--- src/sv/rmez_pkg.sv ---
// ----------------------------------------------------------------------------
// rmez_pkg
// Shared constants, types and tables for the ZYZ Euler angle block.
// ----------------------------------------------------------------------------
package rmez_pkg;

    localparam int CORDIC_STAGES = 16;
    localparam int XW = 48;
    localparam int ZW = 34;
    localparam int SQW = 25;
    localparam int SQ_STEPS = 25;
    localparam logic signed [15:0] PI_Q13 = 16'sd25736;
    localparam logic signed [ZW-1:0] HALF_PI_Q30 = 34'sd1686629714;

    typedef logic signed [XW-1:0] cx_t;
    typedef logic signed [ZW-1:0] cz_t;

    typedef struct packed {
        cx_t x;
        cx_t y;
        cz_t z;
    } vec_t;

    typedef struct packed {
        logic        valid;
        logic        degen;
        logic        neg_a;
        logic        m22_pos;
        vec_t        va;
        vec_t        vb;
        vec_t        vg;
    } lane_t;

    function automatic cz_t atan_tab(input int i);
        cz_t t;
        case (i)
            0: t = 34'sd843314857;
            1: t = 34'sd497837830;
            2: t = 34'sd263043837;
            3: t = 34'sd133525159;
            4: t = 34'sd67021687;
            5: t = 34'sd33543516;
            6: t = 34'sd16775851;
            7: t = 34'sd8388437;
            8: t = 34'sd4194283;
            9: t = 34'sd2097149;
            10: t = 34'sd1048576;
            default: t = cz_t'(34'sd1048576 >>> (i - 10));
        endcase
        return t;
    endfunction

    function automatic vec_t cordic_step(input vec_t v, input int i);
        vec_t r;
        cx_t dx;
        cx_t dy;
        dx = v.y >>> i;
        dy = v.x >>> i;
        if (v.y > 0)
        begin
            r.x = v.x + dx;
            r.y = v.y - dy;
            r.z = v.z + atan_tab(i);
        end
        else
        begin
            r.x = v.x - dx;
            r.y = v.y + dy;
            r.z = v.z - atan_tab(i);
        end
        return r;
    endfunction

    function automatic vec_t pre_rot(input cx_t y, input cx_t x);
        vec_t r;
        r.x = x;
        r.y = y;
        r.z = '0;
        if (x < 0)
        begin
            if (y >= 0)
            begin
                r.x = y;
                r.y = -x;
                r.z = HALF_PI_Q30;
            end
            else
            begin
                r.x = -y;
                r.y = x;
                r.z = -HALF_PI_Q30;
            end
        end
        return r;
    endfunction

    function automatic logic signed [15:0] round_z(input cz_t z);
        cz_t t;
        t = z + cz_t'(65536);
        return t[32:17];
    endfunction

endpackage

--- src/sv/rmez_sqrt_cell.sv ---
// ----------------------------------------------------------------------------
// rmez_sqrt_cell
// One restoring square root step per cell, carrying the rest of the beat.
// ----------------------------------------------------------------------------
module rmez_sqrt_cell (
    input  logic                            clk,
    input  logic                            rst_n,
    input  logic [4:0]                      step,
    input  logic                            in_valid,
    input  logic [49:0]                     in_rem,
    input  logic [rmez_pkg::SQW-1:0]        in_root,
    input  logic signed [15:0]              in_c,
    input  rmez_pkg::lane_t                 in_lane,
    output logic                            out_valid,
    output logic [49:0]                     out_rem,
    output logic [rmez_pkg::SQW-1:0]        out_root,
    output logic signed [15:0]              out_c,
    output rmez_pkg::lane_t                 out_lane
);

    logic                       valid_reg;
    logic [49:0]                rem_reg;
    logic [49:0]                rem_next;
    logic [rmez_pkg::SQW-1:0]   root_reg;
    logic [rmez_pkg::SQW-1:0]   root_next;
    logic signed [15:0]         c_reg;
    rmez_pkg::lane_t            lane_reg;
    logic [49:0]                trial;
    logic [5:0]                 sh;

    always_comb
    begin
        sh = 6'(2 * (5'd24 - step));
        trial = {23'd0, in_root, 2'b01} << sh;
        if (in_rem >= trial)
        begin
            rem_next = in_rem - trial;
            root_next = (in_root << 1) | 25'd1;
        end
        else
        begin
            rem_next = in_rem;
            root_next = in_root << 1;
        end
    end

    always_ff @(posedge clk or negedge rst_n)
    begin
        if (!rst_n)
            valid_reg <= 1'b0;
        else
            valid_reg <= in_valid;
    end

    always_ff @(posedge clk)
    begin
        rem_reg <= rem_next;
        root_reg <= root_next;
        c_reg <= in_c;
        lane_reg <= in_lane;
    end

    assign out_valid = valid_reg;
    assign out_rem = rem_reg;
    assign out_root = root_reg;
    assign out_c = c_reg;
    assign out_lane = lane_reg;

endmodule

--- config.mk ---
export PLATFORM = sky130hd
export DESIGN_NAME = rmez_sqrt_cell
export DESIGN_NICKNAME = d
export VERILOG_FILES = /design/src/sv/rmez_pkg.sv /design/src/sv/rmez_sqrt_cell.sv
export SDC_FILE = /design/constraint.sdc
export NUM_CORES = 1
export LEC_CHECK = 0
export ABC_CLOCK_PERIOD_IN_PS = 800
export BUFFER_PORTS_ARGS = -buffer_cell sky130_fd_sc_hd__buf_2
export CAP_MARGIN = 20
export CORE_AREA = 2 2 380 382
export DETAILED_ROUTE_END_ITERATION = 12
export DIE_AREA = 0 0 382 384
export PLACE_DENSITY_LB_ADDON = 0.25
export SLEW_MARGIN = 20
export SYNTH_ARGS = -nofsm -noshare
export SYNTH_HDL_FRONTEND = slang
export SYNTH_SLANG_ARGS = --single-unit
--- constraint.sdc ---
create_clock -name clk -period 0.8 [get_ports clk]
set_input_delay 0.16 -clock clk [delete_from_list [all_inputs] [get_ports clk]]
set_output_delay 0.16 -clock clk [all_outputs]
set_load 0.1 [all_outputs]
==> out/results.ini <==
[worst_setup_path]
cp_data_required_time_ns = 1.33
end_kind = register
worst_setup_path_start_kind = input pin
critical_path_class = input pin to register
worstPathMaxFanout = 8
cp.arrival_ns = 4.05

[logic_synthesis]
synth_cell_type_count = 72
synth-edff-count = 0
async_reset_ff_frac = 0.00206
syn_avg_cell_area_um2 = 11.9
ys.warnings.count = 0
syn-cell-area_um2 = 15300
synthCells = 1282
synth_top_flop_cell = dfxtp_1
yosysSeqAreaShare = 0.637
synth_fp_nets = 1828
synth-seq-cells = 486

[global_route]
grt_overflow = 0
grt_use_total = 0.193
grt_pass1_vias = 18800
grt_pass1_wl_mm = 185
grt_max_degree = 20
antenna_found_initial = 121

[route]
drt_wl_total_mm = 146
drc = 0
antenna_left = 0
vias = 18000
drt_iter0_markers = 971
wire_per_inst_um = 28.3
drt-pass1-iter-count = 5
via_per_inst = 3.48

[floorplanning]
io_pins = 979
fp.dieW_um = 382
start_util = 0.107
die-height_um = 384
coreArea_um2 = 143000
rows = 139
die_area_um2 = 147000

[clocking]
htreeDepth = 3
clkSlewWorstSetupHoldPaths_ns = 0.06
postCtsHoldBufs = 487
cts_inserted_buffers = 70
tritoncts = done
cts_root_buf = clkbuf_16
cts_buffer_depth = 3
cts.sinks = 486

[finish]
nets = 3703
area_growth_pct = 174
final_layout_size_suffix_gt1_frac = 0.677
final_cell_mix = 494 x buf_12, 490 x buf_2, 487 x dlygate4sd3_1, 457 x dfxtp_2, 357 x buf_4
stdcell_count = 5158
final_common_cell = buf_12

[place]
dp_cells = 4458
dp_hpwl_mm = 125
place_congestion = 0.925
io_buffers = 978

[timing]
rsz0062_at_grt = true
setup_viol = 537
tightest_slew_ns = 0.640
max_slew_margin = 0.568
setup_ws_ns = -2.72
whs_ns = -0.0592
slew_violations = 0
period_needed_ns = 3.52
hold_viol_final = 1
fin_crit_sh = 4.40
max_clock_freq_ghz = 0.284

[power]
leakage_nw = 18.2
ir_worst_vdd_mv = 2.01
power_w = 0.105
powerDensity_nw_per_um2 = 2520

[outcome]
outcome = finished, violations left
violations = negative hold slack, negative setup slack

[job]
drv_cap = 0

[min_path]
hold_class = input pin to register

synth_stat cells (15+ instances only):
master / n / area, um^2
dfxtp_1: 485 / 9710
nand2_1: 108 / 405
a21oi_1: 80 / 400
nor2_1: 57 / 214
ha_1: 53 / 663
mux2_4: 39 / 586
o21ai_0: 38 / 190
xnor2_1: 32 / 280
clkbuf_1: 30 / 113
a21o_1: 25 / 188
inv_1: 21 / 78.8
mux2i_1: 20 / 200
nand3_1: 19 / 95.1
nand4_1: 19 / 119
o211ai_1: 15 / 113
metrics by stage:
step | hold slack, ns | area, um^2 | TNS, ns | setup slack, ns | utilization
2_1_floorplan | -0.136 | 16200 | -160.83 | -3.04 | -
3_3_place_gp | -0.0629 | 33000 | -191.01 | -3.86 | 0.231
3_5_place_dp | -0.0628 | 33000 | -191.48 | -3.83 | 0.231
4_1_cts | -0.134 | 41400 | -436.11 | -2.69 | 0.290
5_1_grt | -0.0548 | 41700 | -432.89 | -2.84 | 0.292
6_report | -0.0592 | 41800 | -399.15 | -2.72 | 0.293
final cells by class:
cell class / instances / area, um^2
multi-input cells: 721 / 6090
repair buffers: 1854 / 20300
clock buffers: 97 / 2020
fillers: 14600 / 101000
flip-flops and latches: 486 / 10400
inverters: 24 / 105
clock inverters: 27 / 400
diodes: 46 / 115
well taps: 1903 / 2380
critical path, stage by stage:
cell and delay [ns]:
buf_8 0.08, inv_6 0.03, ha_4 0.34, buf_12 0.14, mux2_4 0.32, o21ai_0 0.28
o21ai_0 0.19, o211ai_1 0.21, ha_1 0.31, buf_4 0.16, nand2_1 0.07, nor2_1 0.06
a211o_1 0.29, a31o_4 0.24, nor4b_4 0.13, a21oi_2 0.23, o211a_4 0.23, inv_8 0.08
clkbuf_16 0.18, mux2_4 0.30
timing repair:
action	4_1_cts	5_1_grt
endpoints found under the hold margin	486	1
pin swaps	61	27
setup buffers	34	8
gates cloned	3	2
endpoints found under the setup margin	537	537
resized for setup	191	46
power by group:
part | internal [W] | switching, W | leakage, nW
registers | 0.0268 | 0.00195 | 4.12
logic | 0.0176 | 0.0257 | 12.9
clock network | 0.0200 | 0.0131 | 1.18
sequential cells by signal, summed over array words and instances (netlist names):
name       cells
out_rem       50
out_lane     394
out_valid      1
out_c         16
out_root      25
cells by family after synthesis:
| logic type | synth area share |
|---|---|
| XOR/XNOR | 0.0247 |
| buffers and inverters | 0.0214 |
| AND/OR/NAND/NOR | 0.0810 |
| multiplexers | 0.0692 |
| AO/OA/AOI/OAI | 0.122 |
| adder cells (fa/ha/maj) | 0.0441 |
| flip-flops | 0.637 |
layer usage:
layer  track usage  vias to the layer above  wire, um
li1              -                     8356         -
met1         0.214                     8531     55300
met2         0.303                      867     64800
met3         0.127                      193     21800
met4        0.0475                       28      3750
met5             0                        -       172
path summary, 6_finish.rpt:
| check | endpoint | cells after the start | from |
|---|---|---|---|
| max | out_rem[28]$_DFF_P_ | 20 | step[0] |
| min | out_rem[1]$_DFF_P_ | 4 | in_rem[1] |
| max in group asynchronous | out_valid$_DFF_PN0_ | 3 | rst_n |
| min in group asynchronous | out_valid$_DFF_PN0_ | 3 | rst_n |
Note: power is estimated with default switching activity, not from simulation.
