<file path="src/sv/rmez_pkg.sv">
// ----------------------------------------------------------------------------
// rmez_pkg
// Shared constants, types and tables for the ZYZ Euler angle block.
// ----------------------------------------------------------------------------
package rmez_pkg;

    localparam int CORDIC_STAGES = 16;
    localparam int XW = 48;
    localparam int ZW = 34;
    localparam int SQW = 25;
    localparam int SQ_STEPS = 25;
    localparam logic signed [15:0] PI_Q13 = 16'sd25736;
    localparam logic signed [ZW-1:0] HALF_PI_Q30 = 34'sd1686629714;

    typedef logic signed [XW-1:0] cx_t;
    typedef logic signed [ZW-1:0] cz_t;

    typedef struct packed {
        cx_t x;
        cx_t y;
        cz_t z;
    } vec_t;

    typedef struct packed {
        logic        valid;
        logic        degen;
        logic        neg_a;
        logic        m22_pos;
        vec_t        va;
        vec_t        vb;
        vec_t        vg;
    } lane_t;

    function automatic cz_t atan_tab(input int i);
        cz_t t;
        case (i)
            0: t = 34'sd843314857;
            1: t = 34'sd497837830;
            2: t = 34'sd263043837;
            3: t = 34'sd133525159;
            4: t = 34'sd67021687;
            5: t = 34'sd33543516;
            6: t = 34'sd16775851;
            7: t = 34'sd8388437;
            8: t = 34'sd4194283;
            9: t = 34'sd2097149;
            10: t = 34'sd1048576;
            default: t = cz_t'(34'sd1048576 >>> (i - 10));
        endcase
        return t;
    endfunction

    function automatic vec_t cordic_step(input vec_t v, input int i);
        vec_t r;
        cx_t dx;
        cx_t dy;
        dx = v.y >>> i;
        dy = v.x >>> i;
        if (v.y > 0)
        begin
            r.x = v.x + dx;
            r.y = v.y - dy;
            r.z = v.z + atan_tab(i);
        end
        else
        begin
            r.x = v.x - dx;
            r.y = v.y + dy;
            r.z = v.z - atan_tab(i);
        end
        return r;
    endfunction

    function automatic vec_t pre_rot(input cx_t y, input cx_t x);
        vec_t r;
        r.x = x;
        r.y = y;
        r.z = '0;
        if (x < 0)
        begin
            if (y >= 0)
            begin
                r.x = y;
                r.y = -x;
                r.z = HALF_PI_Q30;
            end
            else
            begin
                r.x = -y;
                r.y = x;
                r.z = -HALF_PI_Q30;
            end
        end
        return r;
    endfunction

    function automatic logic signed [15:0] round_z(input cz_t z);
        cz_t t;
        t = z + cz_t'(65536);
        return t[32:17];
    endfunction

endpackage

</file>
<file path="src/sv/rmez_cordic_cell.sv">
// ----------------------------------------------------------------------------
// rmez_cordic_cell
// One CORDIC vectoring micro-rotation for each of the three angle lanes.
// ----------------------------------------------------------------------------
module rmez_cordic_cell (
    input  logic            clk,
    input  logic            rst_n,
    input  logic [4:0]      step,
    input  rmez_pkg::lane_t in_lane,
    output rmez_pkg::lane_t out_lane
);

    rmez_pkg::lane_t lane_reg;
    rmez_pkg::lane_t lane_next;

    always_comb
    begin
        lane_next = in_lane;
        lane_next.va = rmez_pkg::cordic_step(in_lane.va, int'(step));
        lane_next.vb = rmez_pkg::cordic_step(in_lane.vb, int'(step));
        lane_next.vg = rmez_pkg::cordic_step(in_lane.vg, int'(step));
    end

    always_ff @(posedge clk or negedge rst_n)
    begin
        if (!rst_n)
            lane_reg <= '0;
        else
            lane_reg <= lane_next;
    end

    assign out_lane = lane_reg;

endmodule

</file>
<file path="config.mk">
export PLATFORM = sky130hd
export DESIGN_NAME = rmez_cordic_cell
export DESIGN_NICKNAME = d
export VERILOG_FILES = /design/src/sv/rmez_pkg.sv /design/src/sv/rmez_cordic_cell.sv
export SDC_FILE = /design/constraint.sdc
export NUM_CORES = 2
export LEC_CHECK = 0
export BUFFER_PORTS_ARGS = -buffer_cell sky130_fd_sc_hd__buf_2
export CAP_MARGIN = 5
export CORE_MARGIN = 2
export CORE_UTILIZATION = 29
export DETAILED_ROUTE_END_ITERATION = 7
export MAX_ROUTING_LAYER = met4
export PLACE_DENSITY = 0.54
export SLEW_MARGIN = 25
export SYNTH_ARGS = -nofsm -noshare
export SYNTH_HDL_FRONTEND = slang
export SYNTH_SLANG_ARGS = --single-unit
</file>
<file path="constraint.sdc">
create_clock -name clk -period 0.8 [get_ports clk]
set_input_delay 0.08 -clock clk [delete_from_list [all_inputs] [get_ports clk]]
set_output_delay 0.08 -clock clk [all_outputs]
set_load 0.05 [all_outputs]
</file>
==> flow_summary_export.csv <==
group,metric,value,unit
grt,grt_util_all_layers,34.67,%
final_layout,fillers,18708,
synth,synth_compound_area_share,22.91,%
final_layout,syn_to_final_growth,72.51,%
synth,ys.flop_type,"dfrtp_1",
power_and_ir_drop,pwr-share-seq,15.2,%
route,drt-initial-drc-count,6416,
floorplan,rows,163,
grt,grt_first_pass_wirelength,496100,microns
final_layout,final_cells,13078,
synth,synthesis.area,57200,sq um
synth,synthArstFlopShare,100.0,%
clocking,cts_root_buf,"clkbuf_16",
synth,synth_xor_area_share,9.815,%
synth,syn_area_per_cell,8.849,sq um
grt,grt_overflow_total,0,
worst_setup_path,crit_path_start_kind,"input pin",
power_and_ir_drop,p_clk_share,10.6,%
synth,seq_area_frac_synth,17.24,%
sta,setup_viol,784,
final_layout,largest_reg_flops,394,
worst_setup_path,arrival,5.90,ns
worst_setup_path,cp_max_fo,15,
status,outcome,"finished with violations",
worst_hold_path,min_from,"in_lane[130]",
sta,period_share,667.1,%
sta,hold_violations,104,
worst_setup_path,crit_path_start,"step[3]",
power_and_ir_drop,cellPowerDensity,2117,nW/um^2
synth,ys_seq_elements,394,
worst_setup_path,cp-end-kind,"flip-flop",
clocking,clk_pin_slew,0.06,ns
final_layout,utilization,50.19,%
grt,grt_max_degree,52,
final_layout,register_area,9859,sq um
placement,placed_cells,12651,
clocking,clock-sinks,394,
route,firstDrtPassIters,6,
floorplan,fp.dieW,448.1,microns
synth,synth.mux.area_fraction,21.72,%
placement,hpwl,293900,microns
sta,fin_crit,5.337,ns
final_layout,nNetsFinal,11151,
sta,fin_ws,-4.537,ns
sta,fmax,0.1874,GHz
synth,synth_cells,6464,
sta,rsz0062_at_grt,"yes",
worst_setup_path,crit_type,"input pin to flip-flop",
sta,timing.setup.tns,-1566.36,ns
floorplan,num_io_pins,795,
synth,yosys_warnings,0,
route,drt_wl_total,352800,microns
floorplan,core-area,196600,sq um
synth,synth_edf_count,0,
route,ant_nets,0,
clocking,ctsHoldBuffers,8,
sta,relSlewSlack,24.37,%
route,drc_errors,0,
flow_run,cap_violations,0,
final_layout,layout-drive-gt1-share,55.31,%
worst_hold_path,hold_path_class,"input pin to flip-flop",
placement,pre_cts_slack,-5.541,ns
clocking,htree_levels,2,
worst_hold_path,whs_path_depth,4,
sta,worst_pin_slew,1.103,ns
synth,yosys.area_share.adder,8.824,%
floorplan,die_y,448.1,microns
placement,port_buffers,794,
synth,synth.distinct_cells,112,
power_and_ir_drop,swShare,49.41,%
floorplan,die_area,200800,sq um
status,violations,"hold timing, setup timing",
clocking,cts_tree,"done",
synth,synth_top_family_by_area,"compound AO/OA/AOI/OAI gates",
power_and_ir_drop,ir_drop,2488,uV
clocking,numCtsBuffers,48,
placement,gp_congestion,1.056,
synth,yosys.area_share.simple,15.13,%
sta,holdWs,-0.2607,ns
grt,antenna_found_initial,69,
power_and_ir_drop,combPwrFrac,74.2,%
route,wl_per_cell,26.98,microns
route,routed_via_density,5.494,
power_and_ir_drop,p_int,0.1057,W
power_and_ir_drop,p_total,0.2088,W
worst_setup_path,critPathRequiredTime,1.36,ns
floorplan,start_util,29.09,%
clocking,clk_path_buf_depth,3,
final_layout,multi_input_area,50580,sq um
sta,finalMaxSlewViolations,0,
route,vias,71846,
grt,grt_pass1_vias,72464,
power_and_ir_drop,leakage,45.93,nW
power_and_ir_drop,p_sw,0.1032,W
synth,synth_nets,7263,
per-layer routing:
layer	vias up	track usage, %	share of wire (%)
li1	32515	-	-
met1	35421	39.36	38
met2	3061	58.32	48
met3	849	4.402	6.0
met4	0	20.88	7.4
met5	-	-	0
critical path: stages:
cell	delay (ns)
buf_12	0.14
bufbuf_16	0.32
bufbuf_16	0.30
or3_1	0.38
buf_12	0.18
o22a_1	0.28
o221ai_1	0.15
nand2_2	0.11
or4_4	0.57
or3b_4	0.40
or3_4	0.35
o31ai_4	0.18
xor2_1	0.17
buf_4	0.16
ha_4	0.21
a2111o_1	0.41
a31o_2	0.26
a21oi_2	0.15
o22a_1	0.20
nand2_2	0.08
or2_4	0.25
a31oi_4	0.24
o21bai_1	0.11
xor2_1	0.15
area by class of cell:
cell class | count | area share (%)
Antenna cell | 53 | 0.1344
Clock buffer | 65 | 1.383
Inverter | 177 | 0.7279
Clock inverter | 18 | 0.2181
Multi-Input combinational cell | 5524 | 51.26
Timing Repair Buffer | 4205 | 32.91
Tap cell | 2640 | 3.348
Timing Repair inverter | 2 | 0.02283
Sequential cell | 394 | 9.993
metrics by stage:
stage | hold slack (ns) | area (sq um)
finish | -0.2607 | 98670
global route | -0.2706 | 98660
CTS | -0.3099 | 95150
detailed placement | 0.05720 | 89940
global placement | 0.05774 | 89940
floorplan | -0.2156 | 59910
path summary, 6_finish.rpt:
check / to / slack [ns]
setup / recovery: out_lane[335] / -4.54
hold / removal: out_lane[130] / -0.26
max in group asynchronous: out_lane[259] / 0.30
min in group asynchronous: out_lane[110] / -0.08
cells in the mapped netlist (all sizes together), types with 185 or more instances:
library cell  count  area share, %
mux4            393             15
a21o            215            2.8
xnor2           415            6.4
ha              389            8.5
nor2            393            2.6
a21oi           569            5.0
o21ai           417            3.6
dfrtp           394             17
mux2i           212            3.7
xor2            226            3.5
buf             185            2.0
nand2           534            3.5
power groups by stage:
stage / combinational (W) / clock [W] / sequential [W]
floorplan: 0.0490 / 0 / 0.0617
global placement: 0.142 / 0 / 0.0321
detailed placement: 0.142 / 0 / 0.0321
CTS: 0.148 / 0.0230 / 0.0319
global route: 0.163 / 0.0237 / 0.0325
finish: 0.155 / 0.0221 / 0.0318
placed cells by master, fill, tap and decap left out, drive strengths merged, types with 26 or more instances in the layout:
cell type / Yosys / layout
buf: 185 / 4186
a21oi: 569 / 569
nand2: 534 / 534
o21ai: 417 / 417
xnor2: 415 / 415
dfrtp: 394 / 394
mux4: 393 / 393
nor2: 393 / 393
ha: 389 / 389
xor2: 226 / 226
a21o: 215 / 215
mux2i: 212 / 212
inv: 174 / 179
nand3: 134 / 134
mux2: 128 / 128
nor3: 95 / 95
nand2b: 92 / 92
a31oi: 84 / 84
and2: 68 / 68
clkbuf: 184 / 68
nor2b: 64 / 64
and3: 63 / 63
nand4: 62 / 62
o21a: 62 / 62
o21bai: 58 / 58
a211oi: 57 / 57
nor4: 56 / 56
o31ai: 54 / 54
diode: 0 / 53
a22o: 50 / 50
o211ai: 47 / 47
o22ai: 44 / 44
or2: 44 / 44
a221oi: 44 / 44
or3: 36 / 36
o221ai: 29 / 29
a22oi: 26 / 26
kinds of logic (layout without fill, tap and decap cells):
family	Yosys count	count (layout)
AO/OA/AOI/OAI	2009	2009
AND/OR/NAND/NOR	1743	1743
multiplexers	733	733
XOR/XNOR	641	641
buffers and inverters	546	4467
adder cells (fa/ha/maj)	398	398
flip-flops	394	394
other	0	53
what timing repair did:
| item | in CTS | in global routing |
|---|---|---|
| endpoints found under the hold margin | 524 | 106 |
| resized for setup | 414 | 481 |
| pin swaps | 249 | 399 |
| setup buffers | 149 | 171 |
| gates cloned | 16 | 4 |
| endpoints found under the setup margin | 784 | 784 |
Note: power is estimated with default switching activity, not from simulation.
